### config.mk
export PLATFORM = sky130hd
export DESIGN_NAME = frame_period_average_monitor_unit
export DESIGN_NICKNAME = d
export VERILOG_FILES = /design/src/design/fpam_pkg.sv /design/src/design/frame_period_average_monitor_unit.sv /design/src/design/fpam_ram.sv /design/src/design/fpam_alu.sv /design/src/design/fpam_div.sv
export SDC_FILE = /design/constraint.sdc
export NUM_CORES = 2
export LEC_CHECK = 0
export ABC_AREA = 1
export ABC_CLOCK_PERIOD_IN_PS = 11420
export BUFFER_PORTS_ARGS = -buffer_cell sky130_fd_sc_hd__buf_2
export CORE_ASPECT_RATIO = 0.6
export CORE_MARGIN = 8
export CORE_UTILIZATION = 55
export DETAILED_ROUTE_END_ITERATION = 10
export PLACE_DENSITY_LB_ADDON = 0.1
export SYNTH_ARGS = -nofsm -noshare
export SYNTH_HDL_FRONTEND = slang
export SYNTH_HIERARCHICAL = 1
export SYNTH_SLANG_ARGS = --single-unit
### constraint.sdc
create_clock -name clk -period 11.42 [get_ports clk]
set_input_delay 3.426 -clock clk [delete_from_list [all_inputs] [get_ports clk]]
set_output_delay 3.426 -clock clk [all_outputs]
set_load 0.05 [all_outputs]
### src/design/fpam_pkg.sv
// Shared types and constants for the frame period average monitor.
package fpam_pkg;

	localparam int TS_W     = 32;
	localparam int ACC_W    = 33;
	localparam int RATE_W   = 20;
	localparam int ADDR_W   = 3;
	localparam int DATA_W   = 32;

	localparam logic [RATE_W-1:0] RATE_MAX  = 20'hFFFFF;
	localparam logic [TS_W-1:0]   TPS_RESET = 32'd1000;

	// Register select taken from the word address bit.
	localparam logic REG_TPS  = 1'b0;
	localparam logic REG_LOCK = 1'b1;

	typedef enum logic [2:0] {
		ST_IDLE,
		ST_READ,
		ST_PASS,
		ST_EVAL,
		ST_DIV,
		ST_RESULT
	} fpam_state_t;

	// Decisions produced by the serial pass.
	typedef struct packed {
		logic lock_hit;
		logic near_avg;
		logic acc_over;
	} fpam_flags_t;

endpackage

### src/design/frame_period_average_monitor_unit.sv
// Top level of the frame period average monitor: control, state and ports.
//
//  Channel   | Handshake                 | Payload
//  ----------+---------------------------+------------------------------------------
//  input     | in_valid / in_stall       | timestamp
//  output    | out_valid / out_stall     | frame_accepted, elapsed_ticks, sample_stored,
//            |                           | average_ticks, frame_rate, rate_updated
//  config    | psel/penable/pwrite/pready| paddr, pwdata, prdata
//
// The priming item only records its timestamp and goes straight to ST_RESULT. A later item is
// read from the window in ST_READ, runs a bit-serial pass over SUM_W bits (32 plus the pointer
// width) in ST_PASS and is judged in ST_EVAL; a stored period adds a restoring division in ST_DIV.
// Each result is loaded into the output register from ST_RESULT once that register is free.
// Reset clears control state, counters and the average but not the window memory, whose entries
// are read only once it is full. The next item is accepted once a result sits in the output
// register, even under stall; the following result then waits until that register is free.
module frame_period_average_monitor_unit #(
	parameter int WINDOW_DEPTH = 32
) (
	input  logic                                 clk,
	input  logic                                 arst_n,
	// Input channel
	input  logic                                 in_valid,
	output logic                                 in_stall,
	input  logic [fpam_pkg::TS_W-1:0]            timestamp,
	// Output channel
	output logic                                 out_valid,
	input  logic                                 out_stall,
	output logic                                 frame_accepted,
	output logic [fpam_pkg::TS_W-1:0]            elapsed_ticks,
	output logic                                 sample_stored,
	output logic [fpam_pkg::TS_W-1:0]            average_ticks,
	output logic [fpam_pkg::RATE_W-1:0]          frame_rate,
	output logic                                 rate_updated,
	// Configuration port
	input  logic                                 psel,
	input  logic                                 penable,
	input  logic                                 pwrite,
	input  logic [fpam_pkg::ADDR_W-1:0]          paddr,
	input  logic [fpam_pkg::DATA_W-1:0]          pwdata,
	output logic [fpam_pkg::DATA_W-1:0]          prdata,
	output logic                                 pready
);

	localparam int TS_W  = fpam_pkg::TS_W;
	localparam int PTR_W = $clog2(WINDOW_DEPTH);
	localparam int CNT_W = $clog2(WINDOW_DEPTH + 1);
	localparam int SUM_W = TS_W + PTR_W;

	fpam_pkg::fpam_state_t state_q, state_d;

	// Configuration registers.
	logic [TS_W-1:0] tps_q, lock_q;

	// Monitor state.
	logic                          primed_q;
	logic [TS_W-1:0]               last_time_q;
	logic [TS_W-1:0]               ts_q;
	logic [CNT_W-1:0]              count_q;
	logic [PTR_W-1:0]              ptr_q;
	logic [SUM_W-1:0]              sum_q;
	logic [TS_W-1:0]               avg_q;
	logic [fpam_pkg::RATE_W-1:0]   frames_q;
	logic [fpam_pkg::ACC_W-1:0]    acc_q;
	logic [fpam_pkg::RATE_W-1:0]   rate_q;

	// Result waiting for the output register.
	logic            res_accepted_q, res_stored_q, res_updated_q;
	logic [TS_W-1:0] res_el_q;

	// Control strobes.
	logic in_accept, cfg_write, ram_re, ram_we, alu_start, div_start, out_load;
	logic full, store;

	logic [TS_W-1:0]               ram_rdata, old_val;
	logic                          alu_done, div_done;
	logic [TS_W-1:0]               alu_el;
	logic [fpam_pkg::ACC_W-1:0]    alu_acc_new;
	logic [SUM_W-1:0]              alu_sum_new, quotient;
	fpam_pkg::fpam_flags_t         alu_flags;
	logic [CNT_W-1:0]              count_next;
	logic [fpam_pkg::RATE_W-1:0]   frames_next;

	assign pready    = 1'b1;
	assign cfg_write = psel & penable & pwrite & pready;
	assign prdata    = (paddr[2] == fpam_pkg::REG_LOCK) ? lock_q : tps_q;

	assign in_accept = in_valid & ~in_stall;
	assign full      = count_q == CNT_W'(WINDOW_DEPTH);
	assign old_val   = full ? ram_rdata : '0;
	assign store     = ~alu_flags.lock_hit & alu_flags.near_avg;
	assign count_next  = full ? count_q : count_q + 1'b1;
	assign frames_next = (frames_q == fpam_pkg::RATE_MAX) ? frames_q : frames_q + 1'b1;

	// Next state.
	always_comb begin
		state_d = state_q;
		case (state_q)
			fpam_pkg::ST_IDLE: begin
				if (in_valid) begin
					state_d = primed_q ? fpam_pkg::ST_READ : fpam_pkg::ST_RESULT;
				end
			end
			fpam_pkg::ST_READ: begin
				state_d = fpam_pkg::ST_PASS;
			end
			fpam_pkg::ST_PASS: begin
				if (alu_done) begin
					state_d = fpam_pkg::ST_EVAL;
				end
			end
			fpam_pkg::ST_EVAL: begin
				state_d = store ? fpam_pkg::ST_DIV : fpam_pkg::ST_RESULT;
			end
			fpam_pkg::ST_DIV: begin
				if (div_done) begin
					state_d = fpam_pkg::ST_RESULT;
				end
			end
			fpam_pkg::ST_RESULT: begin
				if (!out_valid || !out_stall) begin
					state_d = fpam_pkg::ST_IDLE;
				end
			end
			default: begin
				state_d = fpam_pkg::ST_IDLE;
			end
		endcase
	end

	// Control outputs of the sequencer.
	always_comb begin
		in_stall  = 1'b1;
		ram_re    = 1'b0;
		ram_we    = 1'b0;
		alu_start = 1'b0;
		div_start = 1'b0;
		out_load  = 1'b0;
		case (state_q)
			fpam_pkg::ST_IDLE: begin
				in_stall = 1'b0;
				ram_re   = in_valid;
			end
			fpam_pkg::ST_READ: begin
				alu_start = 1'b1;
			end
			fpam_pkg::ST_EVAL: begin
				ram_we    = store;
				div_start = store;
			end
			fpam_pkg::ST_RESULT: begin
				out_load = ~out_valid | ~out_stall;
			end
			default: begin
				in_stall = 1'b1;
			end
		endcase
	end

	always_ff @(posedge clk or negedge arst_n) begin
		if (!arst_n) begin
			state_q <= fpam_pkg::ST_IDLE;
			tps_q   <= fpam_pkg::TPS_RESET;
			lock_q  <= '0;
		end else begin
			state_q <= state_d;
			if (cfg_write) begin
				if (paddr[2] == fpam_pkg::REG_LOCK) begin
					lock_q <= pwdata;
				end else begin
					tps_q <= pwdata;
				end
			end
		end
	end

	// Monitor state. The priming item records its timestamp at acceptance; an accepted frame
	// updates the rate counters, and the window if stored, once the serial pass has finished.
	always_ff @(posedge clk or negedge arst_n) begin
		if (!arst_n) begin
			primed_q    <= 1'b0;
			last_time_q <= '0;
			count_q     <= '0;
			ptr_q       <= '0;
			sum_q       <= '0;
			avg_q       <= '0;
			frames_q    <= '0;
			acc_q       <= '0;
			rate_q      <= '0;
		end else begin
			if (in_accept && !primed_q) begin
				primed_q    <= 1'b1;
				last_time_q <= timestamp;
			end
			if (state_q == fpam_pkg::ST_EVAL && !alu_flags.lock_hit) begin
				last_time_q <= ts_q;
				if (alu_flags.near_avg) begin
					sum_q   <= alu_sum_new;
					count_q <= count_next;
					ptr_q   <= (ptr_q == PTR_W'(WINDOW_DEPTH - 1)) ? '0 : ptr_q + 1'b1;
				end
				if (alu_flags.acc_over) begin
					rate_q   <= frames_next;
					frames_q <= '0;
					acc_q    <= '0;
				end else begin
					frames_q <= frames_next;
					acc_q    <= alu_acc_new;
				end
			end
			if (div_done) begin
				avg_q <= quotient[TS_W-1:0];
			end
		end
	end

	// Item payload and the result flags for it.
	always_ff @(posedge clk) begin
		if (in_accept) begin
			ts_q           <= timestamp;
			res_el_q       <= '0;
			res_accepted_q <= 1'b0;
			res_stored_q   <= 1'b0;
			res_updated_q  <= 1'b0;
		end
		if (state_q == fpam_pkg::ST_EVAL) begin
			res_el_q       <= alu_el;
			res_accepted_q <= ~alu_flags.lock_hit;
			res_stored_q   <= store;
			res_updated_q  <= ~alu_flags.lock_hit & alu_flags.acc_over;
		end
	end

	// Output register.
	always_ff @(posedge clk or negedge arst_n) begin
		if (!arst_n) begin
			out_valid <= 1'b0;
		end else if (out_load) begin
			out_valid <= 1'b1;
		end else if (!out_stall) begin
			out_valid <= 1'b0;
		end
	end

	always_ff @(posedge clk) begin
		if (out_load) begin
			frame_accepted <= res_accepted_q;
			elapsed_ticks  <= res_el_q;
			sample_stored  <= res_stored_q;
			average_ticks  <= avg_q;
			frame_rate     <= rate_q;
			rate_updated   <= res_updated_q;
		end
	end

	fpam_ram #(
		.DEPTH (WINDOW_DEPTH),
		.PTR_W (PTR_W)
	) u_ram (
		.clk   (clk),
		.we    (ram_we),
		.waddr (ptr_q),
		.wdata (alu_el),
		.re    (ram_re),
		.raddr (ptr_q),
		.rdata (ram_rdata)
	);

	fpam_alu #(
		.SUM_W (SUM_W)
	) u_alu (
		.clk     (clk),
		.arst_n  (arst_n),
		.start   (alu_start),
		.ts      (ts_q),
		.last    (last_time_q),
		.lock    (lock_q),
		.avg     (avg_q),
		.tps     (tps_q),
		.acc     (acc_q),
		.sum     (sum_q),
		.old     (old_val),
		.done    (alu_done),
		.el      (alu_el),
		.acc_new (alu_acc_new),
		.sum_new (alu_sum_new),
		.flags   (alu_flags)
	);

	fpam_div #(
		.N_W (SUM_W),
		.D_W (CNT_W)
	) u_div (
		.clk      (clk),
		.arst_n   (arst_n),
		.start    (div_start),
		.dividend (alu_sum_new),
		.divisor  (count_next),
		.done     (div_done),
		.quotient (quotient)
	);

endmodule

### src/design/fpam_ram.sv
// Period window storage with one write port and a registered read port.
module fpam_ram #(
	parameter int DEPTH = 32,
	parameter int PTR_W = 5
) (
	input  logic                      clk,
	input  logic                      we,
	input  logic [PTR_W-1:0]          waddr,
	input  logic [fpam_pkg::TS_W-1:0] wdata,
	input  logic                      re,
	input  logic [PTR_W-1:0]          raddr,
	output logic [fpam_pkg::TS_W-1:0] rdata
);

	logic [fpam_pkg::TS_W-1:0] mem [DEPTH];

	always_ff @(posedge clk) begin
		if (we) begin
			mem[waddr] <= wdata;
		end
	end

	always_ff @(posedge clk) begin
		if (re) begin
			rdata <= mem[raddr];
		end
	end

endmodule

### src/design/fpam_alu.sv
// Bit-serial pass: elapsed time, lock and outlier compares, accumulator and window sum.
module fpam_alu #(
	parameter int SUM_W = 37
) (
	input  logic                        clk,
	input  logic                        arst_n,
	input  logic                        start,
	input  logic [fpam_pkg::TS_W-1:0]   ts,
	input  logic [fpam_pkg::TS_W-1:0]   last,
	input  logic [fpam_pkg::TS_W-1:0]   lock,
	input  logic [fpam_pkg::TS_W-1:0]   avg,
	input  logic [fpam_pkg::TS_W-1:0]   tps,
	input  logic [fpam_pkg::ACC_W-1:0]  acc,
	input  logic [SUM_W-1:0]            sum,
	input  logic [fpam_pkg::TS_W-1:0]   old,
	output logic                        done,
	output logic [fpam_pkg::TS_W-1:0]   el,
	output logic [fpam_pkg::ACC_W-1:0]  acc_new,
	output logic [SUM_W-1:0]            sum_new,
	output fpam_pkg::fpam_flags_t       flags
);

	localparam int DW    = fpam_pkg::TS_W;
	localparam int AW    = fpam_pkg::ACC_W;
	localparam int CNT_W = $clog2(SUM_W);

	logic             run_q, done_q;
	logic [CNT_W-1:0] cnt_q;
	logic [DW-1:0]    ts_q, last_q, lock_q, avg_q, tps_q, old_q;
	logic [AW-1:0]    acc_q;
	logic [SUM_W-1:0] sum_q;
	logic [DW-1:0]    el_q;
	logic [AW-1:0]    accn_q;
	logic [SUM_W-1:0] sumn_q;
	logic             br_el_q, br1_q, br2_q, ca_q, cs_q, bs_q;
	logic             lt_lock_q, lnz_q, lt1_q, lt2_q, gt_q;

	logic low, in_acc;
	logic e_raw, e, br_el_n;
	logic d1, d2, br1_n, br2_n;
	logic x, ca_n;
	logic s1, cs_n, s2, bs_n;

	always_comb begin
		low     = cnt_q < CNT_W'(DW);
		in_acc  = cnt_q < CNT_W'(AW);
		e_raw   = ts_q[0] ^ last_q[0] ^ br_el_q;
		br_el_n = (~ts_q[0] & last_q[0]) | (~(ts_q[0] ^ last_q[0]) & br_el_q);
		e       = low & e_raw;
		d1      = e ^ avg_q[0] ^ br1_q;
		br1_n   = (~e & avg_q[0]) | (~(e ^ avg_q[0]) & br1_q);
		d2      = avg_q[0] ^ e ^ br2_q;
		br2_n   = (~avg_q[0] & e) | (~(avg_q[0] ^ e) & br2_q);
		x       = acc_q[0] ^ e ^ ca_q;
		ca_n    = (acc_q[0] & e) | (ca_q & (acc_q[0] ^ e));
		s1      = sum_q[0] ^ e ^ cs_q;
		cs_n    = (sum_q[0] & e) | (cs_q & (sum_q[0] ^ e));
		s2      = s1 ^ old_q[0] ^ bs_q;
		bs_n    = (~s1 & old_q[0]) | (~(s1 ^ old_q[0]) & bs_q);
	end

	always_ff @(posedge clk or negedge arst_n) begin
		if (!arst_n) begin
			run_q  <= 1'b0;
			done_q <= 1'b0;
			cnt_q  <= '0;
		end else begin
			done_q <= 1'b0;
			if (start) begin
				run_q <= 1'b1;
				cnt_q <= '0;
			end else if (run_q) begin
				if (cnt_q == CNT_W'(SUM_W - 1)) begin
					run_q  <= 1'b0;
					done_q <= 1'b1;
				end else begin
					cnt_q <= cnt_q + 1'b1;
				end
			end
		end
	end

	always_ff @(posedge clk) begin
		if (start) begin
			ts_q      <= ts;
			last_q    <= last;
			lock_q    <= lock;
			avg_q     <= avg;
			tps_q     <= tps;
			old_q     <= old;
			acc_q     <= acc;
			sum_q     <= sum;
			br_el_q   <= 1'b0;
			br1_q     <= 1'b0;
			br2_q     <= 1'b0;
			ca_q      <= 1'b0;
			cs_q      <= 1'b0;
			bs_q      <= 1'b0;
			lt_lock_q <= 1'b0;
			lnz_q     <= 1'b0;
			lt1_q     <= 1'b0;
			lt2_q     <= 1'b0;
			gt_q      <= 1'b0;
		end else if (run_q) begin
			ts_q   <= {1'b0, ts_q[DW-1:1]};
			last_q <= {1'b0, last_q[DW-1:1]};
			lock_q <= {1'b0, lock_q[DW-1:1]};
			avg_q  <= {1'b0, avg_q[DW-1:1]};
			tps_q  <= {1'b0, tps_q[DW-1:1]};
			old_q  <= {1'b0, old_q[DW-1:1]};
			acc_q  <= {1'b0, acc_q[AW-1:1]};
			sum_q  <= {1'b0, sum_q[SUM_W-1:1]};
			sumn_q <= {s2, sumn_q[SUM_W-1:1]};
			cs_q   <= cs_n;
			bs_q   <= bs_n;
			if (low) begin
				el_q    <= {e, el_q[DW-1:1]};
				br_el_q <= br_el_n;
				br1_q   <= br1_n;
				br2_q   <= br2_n;
				lnz_q   <= lnz_q | lock_q[0];
				if (e != lock_q[0]) begin
					lt_lock_q <= lock_q[0];
				end
				if (d1 != tps_q[0]) begin
					lt1_q <= tps_q[0];
				end
				if (d2 != tps_q[0]) begin
					lt2_q <= tps_q[0];
				end
			end
			if (in_acc) begin
				accn_q <= {x, accn_q[AW-1:1]};
				ca_q   <= ca_n;
				if (x != tps_q[0]) begin
					gt_q <= x;
				end
			end
		end
	end

	assign done           = done_q;
	assign el             = el_q;
	assign acc_new        = accn_q;
	assign sum_new        = sumn_q;
	assign flags.lock_hit = lnz_q & lt_lock_q;
	assign flags.near_avg = br1_q ? lt2_q : lt1_q;
	assign flags.acc_over = gt_q;

endmodule

### src/design/fpam_div.sv
// Restoring divider, one quotient bit per cycle.
module fpam_div #(
	parameter int N_W = 37,
	parameter int D_W = 6
) (
	input  logic           clk,
	input  logic           arst_n,
	input  logic           start,
	input  logic [N_W-1:0] dividend,
	input  logic [D_W-1:0] divisor,
	output logic           done,
	output logic [N_W-1:0] quotient
);

	localparam int CNT_W = $clog2(N_W);

	logic             run_q, done_q;
	logic [CNT_W-1:0] cnt_q;
	logic [N_W-1:0]   qd_q;
	logic [D_W-1:0]   rem_q, div_q;
	logic [D_W:0]     r2, diff;
	logic             ge;

	always_comb begin
		r2   = {rem_q, qd_q[N_W-1]};
		diff = r2 - {1'b0, div_q};
		ge   = r2 >= {1'b0, div_q};
	end

	always_ff @(posedge clk or negedge arst_n) begin
		if (!arst_n) begin
			run_q  <= 1'b0;
			done_q <= 1'b0;
			cnt_q  <= '0;
		end else begin
			done_q <= 1'b0;
			if (start) begin
				run_q <= 1'b1;
				cnt_q <= '0;
			end else if (run_q) begin
				if (cnt_q == CNT_W'(N_W - 1)) begin
					run_q  <= 1'b0;
					done_q <= 1'b1;
				end else begin
					cnt_q <= cnt_q + 1'b1;
				end
			end
		end
	end

	always_ff @(posedge clk) begin
		if (start) begin
			qd_q  <= dividend;
			div_q <= divisor;
			rem_q <= '0;
		end else if (run_q) begin
			qd_q  <= {qd_q[N_W-2:0], ge};
			rem_q <= ge ? diff[D_W-1:0] : r2[D_W-1:0];
		end
	end

	assign done     = done_q;
	assign quotient = qd_q;

endmodule

Word level (Yosys, flattened, before mapping)

Memories as Yosys holds them, arrays and structs flattened. A register that Yosys moved wholly into a read port is not among the register bits.
Cells that the tools add are included.

Word-level logic and storage cells: 233
Bits in latches: 0
Flip-flop bits (word level): 848
Memories kept: 1
Output and inout bits: 122
Input bits: 74
RAM bits: 1024
Bits in read-only memories: 0

Add/sub/neg operators: 6
Shifts and indexed selects: 0
Muxes and demuxes: 69
Equal/unequal tests: 21
Reduce and logical (&&, ||, !) cells: 28
Multipliers: 0
Bitwise logic cells: 50
Order comparisons: 3
Div/mod/pow operators: 0

Memories:

| name      | words | width | rd ports | clocked after memory_dff | wr ports | line           | RTL |
|---|---|---|---|---|---|---|---|
| u_ram.mem | 32    | 32    | 1        | 1                        | 1        | fpam_ram.sv:15 | `logic [fpam_pkg::TS_W-1:0] mem [DEPTH];` |

Operators by type and width:

| cell                                                            | number |
|---|---|
| 32-bit 2-to-1 mux                                               | 18 |
| 37-bit 2-to-1 mux                                               | 4 |
| 33-bit 2-to-1 mux                                               | 3 |
| 6-bit 2-to-1 mux                                                | 8 |
| 20-bit 2-to-1 mux                                               | 2 |
| 1-bit 2-to-1 mux                                                | 27 |
| 20-bit by 1-bit adder with 20-bit output, second input constant | 1 |
| 20-bit == test, second input constant                           | 1 |
| 1-bit AND                                                       | 19 |
| 6-bit by 1-bit adder with 6-bit output, second input constant   | 3 |
| 6-bit == test, second input constant                            | 3 |
| 3-bit one-hot mux with 6 select lines                           | 1 |
| 2-bit AND reduction                                             | 9 |
| 3-bit AND reduction                                             | 6 |
| 3-bit 2-to-1 mux                                                | 5 |
| 6-bit < comparator, second input constant                       | 2 |
| 1-bit NOT                                                       | 12 |
| 1-bit XOR                                                       | 11 |
| 2-bit inequality test, second input constant                    | 4 |
| 1-bit bitwise OR                                                | 8 |
| 2-bit nonzero test                                              | 4 |
| 7-bit by 6-bit >= comparator with 1-bit output                  | 1 |
| 3-bit by 2-bit == test with 1-bit output, second input constant | 2 |
| 3-bit == test, second input constant                            | 2 |
| other kinds (12)                                                | 21 |

Longest topological paths before layout

Word-level depth: 9
Depth in mapped cells: 12
Gate-level depth less buffers: 11

Cells and area by module

The synthesis kept the hierarchy.

Modules (own cells, without submodules):

| module                            | cells each | area each (µm²) | sequential area each (µm²) | instances |
|---|---|---|---|---|
| fpam_ram                          | 3536       | 42726.0         | 31710.4                    | 1 |
| frame_period_average_monitor_unit | 1580       | 16061.7         | 10988.0                    | 1 |
| fpam_alu                          | 1331       | 15197.1         | 11350.9                    | 1 |
| fpam_div                          | 310        | 2830.2          | 1611.5                     | 1 |

Least setup slack after synthesis

OpenSTA, ideal clock, no wires.

Path type: input to output
From: input paddr[2] (netlist name)
To: output prdata[10] (netlist name)
Path slack: 3.663 ns
Cell stages on the path: 5
Arrival time: 4.331 ns
Required time: 7.994 ns
Cells stage by stage: buf_2 clkinv_1 clkbuf_1 nand2_1 nand2_1

Cells in the longest elaborated chain, start to end: 1

RTL lines:

| what              | line                                    | RTL |
|---|---|---|
| start, declared   | frame_period_average_monitor_unit.sv:39 | `input logic [fpam_pkg::ADDR_W-1:0] paddr,` |
| 32-bit 2-to-1 mux | frame_period_average_monitor_unit.sv:86 | `assign prdata = (paddr[2] == fpam_pkg::REG_LOCK) ? lock_q : tps_q;` |
| end, declared     | frame_period_average_monitor_unit.sv:41 | `output logic [fpam_pkg::DATA_W-1:0] prdata,` |

Every way passes these cells.

Worst setup path after layout

From: input paddr[2] (netlist name)
To: output prdata[26] (netlist name)

The elaborated chain is that of the path after synthesis.

==> flow_metrics.env <==
export IMPL_status="completed"
export IMPL_powerDensity_nw_per_um2=158
export IMPL_yosysUniqueCellTypes=50
export IMPL_clkLatencyLatePin_ns=0.78
export IMPL_drc=0
export IMPL_final_core_util_pct=60.7
export IMPL_gp_congestion=0.800
export IMPL_tns_ns=0
export IMPL_final_cell_mix="nand2_1 (2969), edfxtp_1 (1617), nand3_1 (843), dfrtp_1 (259), buf_2 (191)"
export IMPL_htreeDepth=4
export IMPL_grtUsageMet2_pct=35.3
export IMPL_viasPerCell=5.55
export IMPL_min_path_type="flop to flop"
export IMPL_nets=6951
export IMPL_synth_edf_count=1617
export IMPL_power_static_leakage_nw=33.7
export IMPL_slew_limit_headroom_pct=15.3
export IMPL_synth_simple_area_share_pct=21.4
export IMPL_worstPathRequired_ns=7.99
export IMPL_dr_pass1_iters=6
export IMPL_vias=49000
export IMPL_layout_drive_gt1_share_pct=9.11
export IMPL_synthXorXnorAreaFrac_pct=0.160
export IMPL_ys_async_sr_fraction_pct=14.2
export IMPL_portBuffers=192
export IMPL_antenna_found_initial=5
export IMPL_skew_ns=0.0291
export IMPL_finalCritPeriodShare_pct=77.4
export IMPL_die_x_um=498
export IMPL_wire_per_inst_um=21.2
export IMPL_yosys_warnings=6
export IMPL_cts_resized=0
export IMPL_dp_hpwl_um=104000
export IMPL_synth_compound_area_share_pct=1.61
export IMPL_avgSynthCellArea_um2=11.4
export IMPL_io_pins=196
export IMPL_drv_cap=0
export IMPL_muxShareOfSynthArea_pct=0
export IMPL_drtIter0Drc=5412
export IMPL_rows=106
export IMPL_fill_cells=11200
export IMPL_grt_pass1_wl_um=286000
export IMPL_ys_ff_latch=1904
export IMPL_synth_fp_nets=6855
export IMPL_start_util_pct=55.3
export IMPL_grt_setup_unrepaired="no"
export IMPL_slew_viol_final=0
export IMPL_die_h_um=305
export IMPL_dieArea_um2=152000
export IMPL_cts_reportedPaths_clkPinSlew_ns=0.07
export IMPL_postSynthCellCount=6757
export IMPL_synthTopCellsByArea="edfxtp_1 (63%), nand2_1 (15%), dfrtp_1 (8.6%)"
export IMPL_grt_busiest_layer="met1"
export IMPL_grt_ovfl_total=0
export IMPL_fin_total_pwr_mw=13.3
export IMPL_coreArea_um2=139000
export IMPL_cts_buffer_depth=3
export IMPL_hold_buffers=0
export IMPL_cts_sinks=1904
export IMPL_synth_seq_area_share_pct=72.5
export IMPL_cp_start_kind="primary input"
export IMPL_first_global_vias=46100
export IMPL_grt_max_degree=199
export IMPL_met3_usage_pct=3.90
export IMPL_wl_um=187000
export IMPL_cts_buffers=169
export IMPL_root_buffer="clkbuf_16"
export IMPL_irDropWorstVdd_v=0.000111
export IMPL_clock_fmax_mhz=113
export IMPL_crit_path_end_kind="output port"
export IMPL_fin_crit_ns=8.84
export IMPL_mostFrequentLayoutCell="nand2_1"
export IMPL_yosys_area_top_type="edfxtp_1"
export IMPL_worst_pin_slew_ns=1.27
export IMPL_crit_fanout=34
export IMPL_area_delta_synth_final_pct=9.85
export IMPL_arrival_ns=5.42
export IMPL_netlist_area_um2=76800
export IMPL_grt_util_met1_pct=38.2
export IMPL_synthAdderAreaFrac_pct=0.459
export IMPL_post_cts_setup_buffers=0
export IMPL_synth_top_area_share_pct=63.2
export IMPL_cts_tree="yes"
export IMPL_ant_nets=0
export IMPL_setup_viol=0
export IMPL_crit_type="primary input to output port"
export IMPL_globalRouteTotalUtil_pct=24.1
export IMPL_synth_ff_type="edfxtp_1"
export IMPL_synth_top_family_by_area="simple AND/OR/NAND/NOR gates"
export IMPL_hold_viol=0
cell usage after synthesis, drive strengths merged, types with 3 or more instances:
master / count
nand4: 13
o22ai: 3
dfstp: 6
nand3: 846
nor3: 3
dfxtp: 17
fa: 7
nand3b: 4
ha: 17
xnor2: 3
nand2: 2984
a21oi: 16
o21ai: 104
buf: 275
a22o: 34
edfxtp: 1617
or2: 8
xor2: 11
dfrtp: 264
inv: 207
a31oi: 37
clkbuf: 81
nor2: 189
sequential cells by signal, indices dropped and copies added (netlist names), 33 cells and up:
name and cells:
sum_q 37, u_ram/mem 1024, u_alu/sum_q 37, u_alu/acc_new 33, u_div/quotient 37, u_alu/sum_new 37
u_alu/acc_q 33, acc_q 33
final timing paths:
kind,startpoint,endpoint,slack (ns),cells past startpoint
min,res_el_q[3],elapsed_ticks[3],0.41,0
min in group asynchronous,arst_n,tps_q[12],2.73,1
max,paddr[2],prdata[26],2.58,5
max in group asynchronous,arst_n,ptr_q[3],7.27,2
min reg2reg,res_el_q[3],elapsed_ticks[3],0.41,0
max reg2reg,state_q[2],u_ram/mem[20][17],6.40,8
stage by stage:
| step | cell area, um^2 | setup WS (ns) | hold slack [ns] | instances |
|---|---|---|---|---|
| 3_5_place_dp | 79000 | 2.58 | 0.405 | 8518 |
| 3_3_place_gp | 79000 | 2.66 | 0.402 | 8518 |
| 5_1_grt | 84400 | 2.23 | 0.406 | 8827 |
| 6_report | 84400 | 2.58 | 0.409 | 8827 |
| 4_1_cts | 84400 | 2.58 | 0.409 | 8825 |
| 2_1_floorplan | 76800 | 3.66 | 0.400 | 6757 |
report_power, final:
part | leakage [nW] | total [mW] | internal, mW | switching, mW
registers | 19.8 | 7.53 | 7.49 | 0.0422
logic | 11.3 | 0.200 | 0.0515 | 0.148
clock network | 2.65 | 5.62 | 3.12 | 2.50
total | 33.7 | 13.3 | 10.7 | 2.69
kinds of logic after synthesis:
| kind of cell | Yosys count |
|---|---|
| buffers and inverters | 565 |
| AO/OA/AOI/OAI | 201 |
| adder cells (fa/ha/maj) | 24 |
| flip-flops | 1904 |
| XOR/XNOR | 14 |
| AND/OR/NAND/NOR | 4048 |
| other | 1 |
layout make-up:
type / instances / area, um^2 / share of cell area (%)
sequential: 1904 / 55700 / 66.0
multi-input combinational: 4288 / 18500 / 21.9
clock buffer: 235 / 4760 / 5.64
tap: 1836 / 2300 / 2.72
timing repair buffer: 281 / 1730 / 2.05
inverter: 209 / 823 / 0.976
clock inverter: 72 / 627 / 0.743
antenna: 2 / 5.00 / 0.00593
critical path, stage by stage:
cell and delay [ns]:
buf_2 0.49, clkinv_1 0.93, nand2_1 0.27, nand2_1 0.07
buf_2 0.21
per-layer routing:
metal / part of all wire, % / vias to the layer above
li1: - / 23000
met1: 47 / 24100
met2: 43 / 1704
met3: 8.0 / 205
met4: 1.7 / 0
met5: 0 / -
No activity file was read; power rests on OpenSTA's default activity.
